===== config.mk =====
export PLATFORM = sky130hd
export DESIGN_NAME = table_linear_interpolator_top
export DESIGN_NICKNAME = d
export VERILOG_FILES = /design/src/rtl/tli_pkg.sv /design/src/rtl/tli_ram.sv /design/src/rtl/tli_div.sv /design/src/rtl/table_linear_interpolator_top.sv
export SDC_FILE = /design/constraint.sdc
export NUM_CORES = 2
export LEC_CHECK = 0
export BUFFER_PORTS_ARGS = -buffer_cell sky130_fd_sc_hd__buf_4
export CORE_MARGIN = 2
export CORE_UTILIZATION = 35
export CTS_BUF_LIST = sky130_fd_sc_hd__clkbuf_4
export CTS_CLUSTER_SIZE = 12
export DETAILED_ROUTE_END_ITERATION = 16
export GPL_ROUTABILITY_DRIVEN = 0
export SYNTH_ARGS = -nofsm -noshare
export SYNTH_HDL_FRONTEND = slang
export SYNTH_SLANG_ARGS = --single-unit

===== constraint.sdc =====
create_clock -name clk -period 9.7 [get_ports clk]
set_input_delay 1.94 -clock clk [delete_from_list [all_inputs] [get_ports clk]]
set_output_delay 1.94 -clock clk [all_outputs]
set_load 0.05 [all_outputs]

===== src/rtl/tli_pkg.sv =====
// ----------------------------------------------------------------------------
// tli_pkg
// shared constants, codes and types for the table linear interpolator
// ----------------------------------------------------------------------------
package tli_pkg;

	localparam int TABLE_DEPTH = 16;
	localparam int IDX_W       = $clog2(TABLE_DEPTH);
	localparam int CNT_W       = $clog2(TABLE_DEPTH + 1);
	localparam int CFG_W       = 5;
	localparam int DATA_W      = 32;
	localparam int ENTRY_W     = 2 * DATA_W;

	localparam logic OP_LOAD  = 1'b0;
	localparam logic OP_QUERY = 1'b1;

	localparam logic [1:0] REGION_INTERP = 2'd0;
	localparam logic [1:0] REGION_FIRST  = 2'd1;
	localparam logic [1:0] REGION_LAST   = 2'd2;

	typedef enum logic [2:0] {
		ST_IDLE,
		ST_SEARCH,
		ST_MUL,
		ST_DIV_START,
		ST_DIV,
		ST_RESULT
	} state_t;

endpackage


===== src/rtl/tli_ram.sv =====
// ----------------------------------------------------------------------------
// tli_ram
// generic single write port, single read port ram with registered read
// ----------------------------------------------------------------------------
module tli_ram #(
	parameter int WIDTH = 64,
	parameter int DEPTH = 16
) (
	input  logic                     clk,
	input  logic                     we,
	input  logic [$clog2(DEPTH)-1:0] waddr,
	input  logic [WIDTH-1:0]         wdata,
	input  logic [$clog2(DEPTH)-1:0] raddr,
	output logic [WIDTH-1:0]         rdata
);

	logic [WIDTH-1:0] mem [DEPTH];

	always_ff @(posedge clk) begin
		if (we) begin
			mem[waddr] <= wdata;
		end
		rdata <= mem[raddr];
	end

endmodule


===== src/rtl/tli_div.sv =====
// ----------------------------------------------------------------------------
// tli_div
// restoring divider, 64-bit dividend by 32-bit divisor, one quotient bit
// per cycle; the quotient must fit in 32 bits
// ----------------------------------------------------------------------------
module tli_div
	import tli_pkg::*;
(
	input  logic                clk,
	input  logic                arst_n,
	input  logic                start,
	input  logic [2*DATA_W-1:0] dividend,
	input  logic [DATA_W-1:0]   divisor,
	output logic                done,
	output logic [DATA_W-1:0]   quotient
);

	localparam int STEP_W = $clog2(DATA_W);

	logic [DATA_W-1:0] rem_q;
	logic [DATA_W-1:0] lo_q;
	logic [DATA_W-1:0] div_q;
	logic [STEP_W-1:0] step_q;
	logic              busy_q;
	logic              done_q;

	logic [DATA_W:0]   shifted;
	logic [DATA_W+1:0] diff;
	logic              fits;

	always_comb begin
		shifted = {rem_q, lo_q[DATA_W-1]};
		diff    = {1'b0, shifted} - {2'b00, div_q};
		fits    = ~diff[DATA_W+1];
	end

	always_ff @(posedge clk or negedge arst_n) begin
		if (!arst_n) begin
			busy_q <= 1'b0;
			done_q <= 1'b0;
			step_q <= '0;
		end else begin
			done_q <= 1'b0;
			if (start) begin
				busy_q <= 1'b1;
				step_q <= '0;
			end else if (busy_q) begin
				step_q <= step_q + 1'b1;
				if (step_q == STEP_W'(DATA_W - 1)) begin
					busy_q <= 1'b0;
					done_q <= 1'b1;
				end
			end
		end
	end

	// high half is already below the divisor, so only the low half is shifted in
	always_ff @(posedge clk) begin
		if (start) begin
			rem_q <= dividend[2*DATA_W-1:DATA_W];
			lo_q  <= dividend[DATA_W-1:0];
			div_q <= divisor;
		end else if (busy_q) begin
			rem_q <= fits ? diff[DATA_W-1:0] : shifted[DATA_W-1:0];
			lo_q  <= {lo_q[DATA_W-2:0], fits};
		end
	end

	assign done     = done_q;
	assign quotient = lo_q;

endmodule


===== src/rtl/table_linear_interpolator_top.sv =====
// ----------------------------------------------------------------------------
// table_linear_interpolator_top
// breakpoint table in ram with a linear search and interpolation per query
// ----------------------------------------------------------------------------
// load: accepted in idle and written to the ram, no result. query: the search
// reads table entries in order (1 to points_in_use, where 0 counts as 1 and
// values above 16 as 16), then the result state when clamped, or a multiply,
// a 32-step division and the result state when interpolated; the result state
// waits for the output to be free, and queries are taken one at a time.
// reset clears control and sets points_in_use to 1; table undefined until loaded.
module table_linear_interpolator_top
	import tli_pkg::*;
(
	input  logic                     clk,
	input  logic                     arst_n,
	input  logic                     cfg_wr_en,
	input  logic [CFG_W-1:0]         cfg_wr_data,
	input  logic                     in_valid,
	output logic                     in_ready,
	input  logic                     op,
	input  logic [IDX_W-1:0]         entry_index,
	input  logic signed [DATA_W-1:0] x_value,
	input  logic signed [DATA_W-1:0] y_value,
	output logic                     out_valid,
	input  logic                     out_ready,
	output logic signed [DATA_W-1:0] y_out,
	output logic [1:0]               region
);

	state_t state_q, state_d;

	logic [CFG_W-1:0]  points_in_use_q;
	logic [CNT_W-1:0]  n_q;
	logic [CNT_W-1:0]  n_sat;
	logic [IDX_W-1:0]  i_q;
	logic [DATA_W-1:0] x_q;
	logic [DATA_W-1:0] prev_x_q;
	logic [DATA_W-1:0] prev_y_q;
	logic [DATA_W-1:0] dx_q;
	logic [DATA_W-1:0] span_q;
	logic [DATA_W-1:0] mag_q;
	logic              neg_q;
	logic [DATA_W-1:0] y0_q;
	logic [2*DATA_W-1:0] prod_q;
	logic [DATA_W-1:0] res_y_q;
	logic [1:0]        res_region_q;
	logic              out_valid_q;
	logic [DATA_W-1:0] out_y_q;
	logic [1:0]        out_region_q;

	logic              in_xfer;
	logic              ram_we;
	logic [IDX_W-1:0]  ram_raddr;
	logic [ENTRY_W-1:0] ram_rdata;
	logic [DATA_W-1:0] rd_x;
	logic [DATA_W-1:0] rd_y;
	logic              below;
	logic              last_entry;
	logic              out_free;
	logic [DATA_W:0]   dy;
	logic [DATA_W:0]   dy_abs;
	logic [DATA_W-1:0] quotient;
	logic              div_start;
	logic              div_done;

	assign in_xfer  = in_valid && in_ready;
	assign ram_we   = in_xfer && (op == OP_LOAD);
	assign rd_x     = ram_rdata[ENTRY_W-1:DATA_W];
	assign rd_y     = ram_rdata[DATA_W-1:0];
	assign below    = $signed(x_q) > $signed(rd_x);
	assign last_entry = ({1'b0, i_q} + CNT_W'(1)) == n_q;
	assign out_free = !out_valid_q || out_ready;

	// the next entry is fetched while the current one is compared
	assign ram_raddr = (state_q == ST_SEARCH) ? i_q + 1'b1 : '0;

	always_comb begin
		if (points_in_use_q == '0) begin
			n_sat = CNT_W'(1);
		end else if (int'(points_in_use_q) > TABLE_DEPTH) begin
			n_sat = CNT_W'(TABLE_DEPTH);
		end else begin
			n_sat = CNT_W'(points_in_use_q);
		end
	end

	always_comb begin
		dy     = {rd_y[DATA_W-1], rd_y} - {prev_y_q[DATA_W-1], prev_y_q};
		dy_abs = dy[DATA_W] ? -dy : dy;
	end

	tli_ram #(
		.WIDTH(ENTRY_W),
		.DEPTH(TABLE_DEPTH)
	) u_ram (
		.clk  (clk),
		.we   (ram_we),
		.waddr(entry_index),
		.wdata({x_value, y_value}),
		.raddr(ram_raddr),
		.rdata(ram_rdata)
	);

	tli_div u_div (
		.clk     (clk),
		.arst_n  (arst_n),
		.start   (div_start),
		.dividend(prod_q),
		.divisor (span_q),
		.done    (div_done),
		.quotient(quotient)
	);

	// next state
	always_comb begin
		state_d = state_q;
		case (state_q)
			ST_IDLE: begin
				if (in_xfer && (op == OP_QUERY)) begin
					state_d = ST_SEARCH;
				end
			end
			ST_SEARCH: begin
				if (!below) begin
					state_d = (i_q == '0) ? ST_RESULT : ST_MUL;
				end else if (last_entry) begin
					state_d = ST_RESULT;
				end
			end
			ST_MUL:       state_d = ST_DIV_START;
			ST_DIV_START: state_d = ST_DIV;
			ST_DIV: begin
				if (div_done) begin
					state_d = ST_RESULT;
				end
			end
			ST_RESULT: begin
				if (out_free) begin
					state_d = ST_IDLE;
				end
			end
			default: state_d = ST_IDLE;
		endcase
	end

	// outputs of the fsm
	always_comb begin
		in_ready  = 1'b0;
		div_start = 1'b0;
		case (state_q)
			ST_IDLE:      in_ready = 1'b1;
			ST_DIV_START: div_start = 1'b1;
			default: begin
				in_ready  = 1'b0;
				div_start = 1'b0;
			end
		endcase
	end

	always_ff @(posedge clk or negedge arst_n) begin
		if (!arst_n) begin
			state_q         <= ST_IDLE;
			points_in_use_q <= CFG_W'(1);
			out_valid_q     <= 1'b0;
		end else begin
			state_q <= state_d;
			if (cfg_wr_en) begin
				points_in_use_q <= cfg_wr_data;
			end
			if (state_q == ST_RESULT && out_free) begin
				out_valid_q <= 1'b1;
			end else if (out_ready) begin
				out_valid_q <= 1'b0;
			end
		end
	end

	always_ff @(posedge clk) begin
		if (in_xfer) begin
			x_q <= x_value;
			n_q <= n_sat;
			i_q <= '0;
		end
		case (state_q)
			ST_SEARCH: begin
				prev_x_q <= rd_x;
				prev_y_q <= rd_y;
				i_q      <= i_q + 1'b1;
				if (!below) begin
					res_y_q      <= rd_y;
					res_region_q <= (i_q == '0) ? REGION_FIRST : REGION_INTERP;
					dx_q         <= x_q - prev_x_q;
					span_q       <= rd_x - prev_x_q;
					mag_q        <= dy_abs[DATA_W-1:0];
					neg_q        <= dy[DATA_W];
					y0_q         <= prev_y_q;
				end else if (last_entry) begin
					res_y_q      <= rd_y;
					res_region_q <= REGION_LAST;
				end
			end
			ST_MUL: prod_q <= dx_q * mag_q;
			ST_DIV: begin
				if (div_done) begin
					res_y_q <= neg_q ? y0_q - quotient : y0_q + quotient;
				end
			end
			ST_RESULT: begin
				if (out_free) begin
					out_y_q      <= res_y_q;
					out_region_q <= res_region_q;
				end
			end
			default: begin
			end
		endcase
	end

	assign out_valid = out_valid_q;
	assign y_out     = out_y_q;
	assign region    = out_region_q;

endmodule

==> results.sh <==
export IMPL_cp_arrival_ns=10.21
export IMPL_yosys_cell_types_count=102
export IMPL_cp_end_kind="register"
export IMPL_dpl_hpwl_um=186000
export IMPL_max_stage_delay_ns=1.12
export IMPL_start_util_pct=35.2
export IMPL_crit_family="adder cells"
export IMPL_wire_per_inst_um=21.0
export IMPL_drt_iter0_markers=5373
export IMPL_synth_ff_latch_count=1566
export IMPL_drtPass1Iterations=6
export IMPL_synth_edf_count=1486
export IMPL_min_period_over_period_pct=94.6
export IMPL_core_area_um2=288000
export IMPL_path_buf_inv=4
export IMPL_cts_setup_buffers=0
export IMPL_status="complete, no violations"
export IMPL_fp_dieW_um=542
export IMPL_async_flop_share_pct=1.02
export IMPL_final_cell_area_um2=112000
export IMPL_nets=10100
export IMPL_yosysTopAreaCellShare_pct=44.1
export IMPL_path_common_cell="fa_1"
export IMPL_maxCapViolations=0
export IMPL_crit_path_start="dx_q[6]"
export IMPL_criticalPathCategory="reg2reg"
export IMPL_root_buffer="clkbuf_4"
export IMPL_ys_warnings_count=0
export IMPL_track_usage_pct=18.3
export IMPL_startpoint_type="register"
export IMPL_clock_sinks=1566
export IMPL_fin_setup_tns_ns=0
export IMPL_grt_pass1_wl_um=414000
export IMPL_route_antenna_remaining_nets=0
export IMPL_synth_avg_cell_area_um2=12.0
export IMPL_ys_seq_area_share_pct=45.8
export IMPL_yosys_area_top_type="edfxtp_1"
export IMPL_reg2reg_from="dx_q[6]"
export IMPL_clockBufferDepth=4
export IMPL_slew_violations=0
export IMPL_tightest_slew_ns=1.35
export IMPL_vias_per_cell=5.12
export IMPL_fin_worst_skew_ns=0.196
export IMPL_numCtsBuffers=419
export IMPL_wirelength_um=268000
export IMPL_timing_fmax_ghz=0.109
export IMPL_synth_area_um2=101000
export IMPL_slew_headroom_pct=10.1
export IMPL_synth_cells=8411
export IMPL_synthTopCellsByArea="edfxtp_1 44%, fa_1 18%, ha_1 5.7%"
export IMPL_setup_viol=0
export IMPL_die_h_um=542
export IMPL_cts_tree="built"
export IMPL_vias=65500
export IMPL_cts_hold_buf=0
export IMPL_rsz0062_at_grt="false"
export IMPL_hold_viol=0
export IMPL_crit_path_max_fanout=21
export IMPL_synth_net_count=9851
export IMPL_slowest_stage="edfxtp_1"
export IMPL_drc=0
export IMPL_htreeDepth=5
export IMPL_synthFlopType="edfxtp_1"
export IMPL_pin_count=115
export IMPL_post_cts_resized=0
export IMPL_drive_gt1_share_pct=11.7
export IMPL_crit_required_ns=10.73
export IMPL_grt_pass1_vias=68300
export IMPL_syn2layout_area_growth_pct=10.4
export IMPL_die_area_um2=293000
export IMPL_gr_total_overflow=0
export IMPL_clock_latency_ns=1.37
export IMPL_fin_crit_ns=9.18
export IMPL_r2r_slack_ns=0.52
export IMPL_clk_pin_slew_ns=0.07
export IMPL_dpl_instance_area_um2=106000
export IMPL_port_buffer_count=114
export IMPL_hold_start="span_q[25]"
export IMPL_path_cells="buf_4, nand2_1, fa_1, inv_1, fa_1, inv_1, fa_1, inv_1, fa_1, fa_1, fa_1, fa_1, fa_1, ha_1, nand4_1, nor4_1, nand2_1, a21oi_1, o21ai_2, o21bai_1, a221o_1, a311oi_2, xnor2_1"
export IMPL_grt_antenna_before_repair=31
export IMPL_grt_max_degree=163
export IMPL_rows=197
export IMPL_hp_class="reg2reg"
-- layout by cell type (no fill, tap or decap), types with 267 or more instances in the layout --
| master | n |
|---|---|
| buf_4 | 267 |
| ha_1 | 459 |
| mux2i_1 | 332 |
| nand2_1 | 1040 |
| clkbuf_4 | 613 |
| a21oi_1 | 285 |
| and2_1 | 610 |
| inv_1 | 1034 |
| edfxtp_1 | 1486 |
| fa_1 | 901 |
-- worst register-to-register path: cells and delay by family, from the launching register on --
family | cells | cell delay, ns
AOI/OAI and AO/OA | 5 | 1.57
buffers and inverters | 4 | 0.52
and+or+nand+nor | 4 | 0.97
DFF | 1 | 1.12
adders and majority gates | 9 | 4.52
xor gates and xnor gates | 1 | 0.14
-- layout make-up --
cell class | instances | area (um^2)
inverter | 1040 | 3920
multi-input combinational | 5377 | 49500
timing repair buffer | 269 | 2040
fill | 27300 | 176000
antenna | 15 | 37.5
sequential | 1566 | 46300
clock buffer | 613 | 4600
clock inverter | 112 | 518
tap | 3781 | 4730
-- kinds of logic (layout without fill, tap and decap cells) --
kind of cell    count (synthesis)  count (layout)  share of synthesized area [%]
mux                           403             403                           4.79
other cells                     0              15                              0
simple gates                 2303            2303                           11.2
fa+ha+maj                    1361            1361                           23.5
xor+xnor                      257             257                           2.23
compound gates               1053            1053                           7.03
flops                        1566            1566                           45.8
buf+inv                      1468            2034                           5.48
-- cell usage after synthesis (114+ instances only) --
library cell / instances
edfxtp_1: 1486
nand2_1: 1044
inv_1: 1038
fa_1: 901
and2_1: 610
ha_1: 460
clkbuf_1: 384
mux2i_1: 332
a21oi_1: 285
nor2_1: 179
xnor2_1: 172
o21ai_0: 159
a21o_1: 153
a311oi_1: 135
nand3_1: 114
-- sequential cells by signal, summed over array words and instances, names as in the netlist, 2 cells and up --
signal           flops
dx_q                32
i_q                  4
mag_q               32
n_q                  5
points_in_use_q      5
prev_x_q            32
prev_y_q            32
prod_q              64
region               2
res_region_q         2
res_y_q             32
span_q              32
state_q              3
u_div.div_q         32
u_div.quotient      32
u_div.rem_q         32
u_div.step_q         5
u_ram.mem         1024
u_ram.rdata         64
x_q                 32
y0_q                32
y_out               32
-- worst paths after layout --
| check | endpoint | depth (start not counted) |
|---|---|---|
| max | prod_q[63] | 23 |
| max in group asynchronous | u_div.busy_q | 1 |
| max reg2reg | prod_q[63] | 23 |
| min in group asynchronous | points_in_use_q[1] | 1 |
| min reg2reg | u_div.div_q[25] | 0 |
| min | u_div.div_q[25] | 0 |
-- per-layer routing --
metal  up-vias  track usage (%)  part of all wire [%]
met4        28             5.58                   2.6
met5         -                0                 0.069
met3       462             3.32                   7.0
li1      29500                -                     -
met2      2216             28.8                    46
met1     33300             25.7                    45
-- through the flow --
| stage | hold WS (ns) | util, % | cells | setup slack [ns] |
|---|---|---|---|---|
| 5_1_grt | 0.313 | 38.8 | 12800 | 0.368 |
| 3_3_place_gp | 0.401 | 37.0 | 12000 | 0.767 |
| 2_1_floorplan | 0.400 | - | 8411 | 1.54 |
| 4_1_cts | 0.296 | 38.8 | 12800 | 0.566 |
| 6_report | 0.308 | 38.8 | 12800 | 0.519 |
| 3_5_place_dp | 0.405 | 37.0 | 12000 | 0.679 |
Power is left out: the tool's default activity adds up to more than one toggle a clock period on the data nets, which glitch-free logic cannot reach.
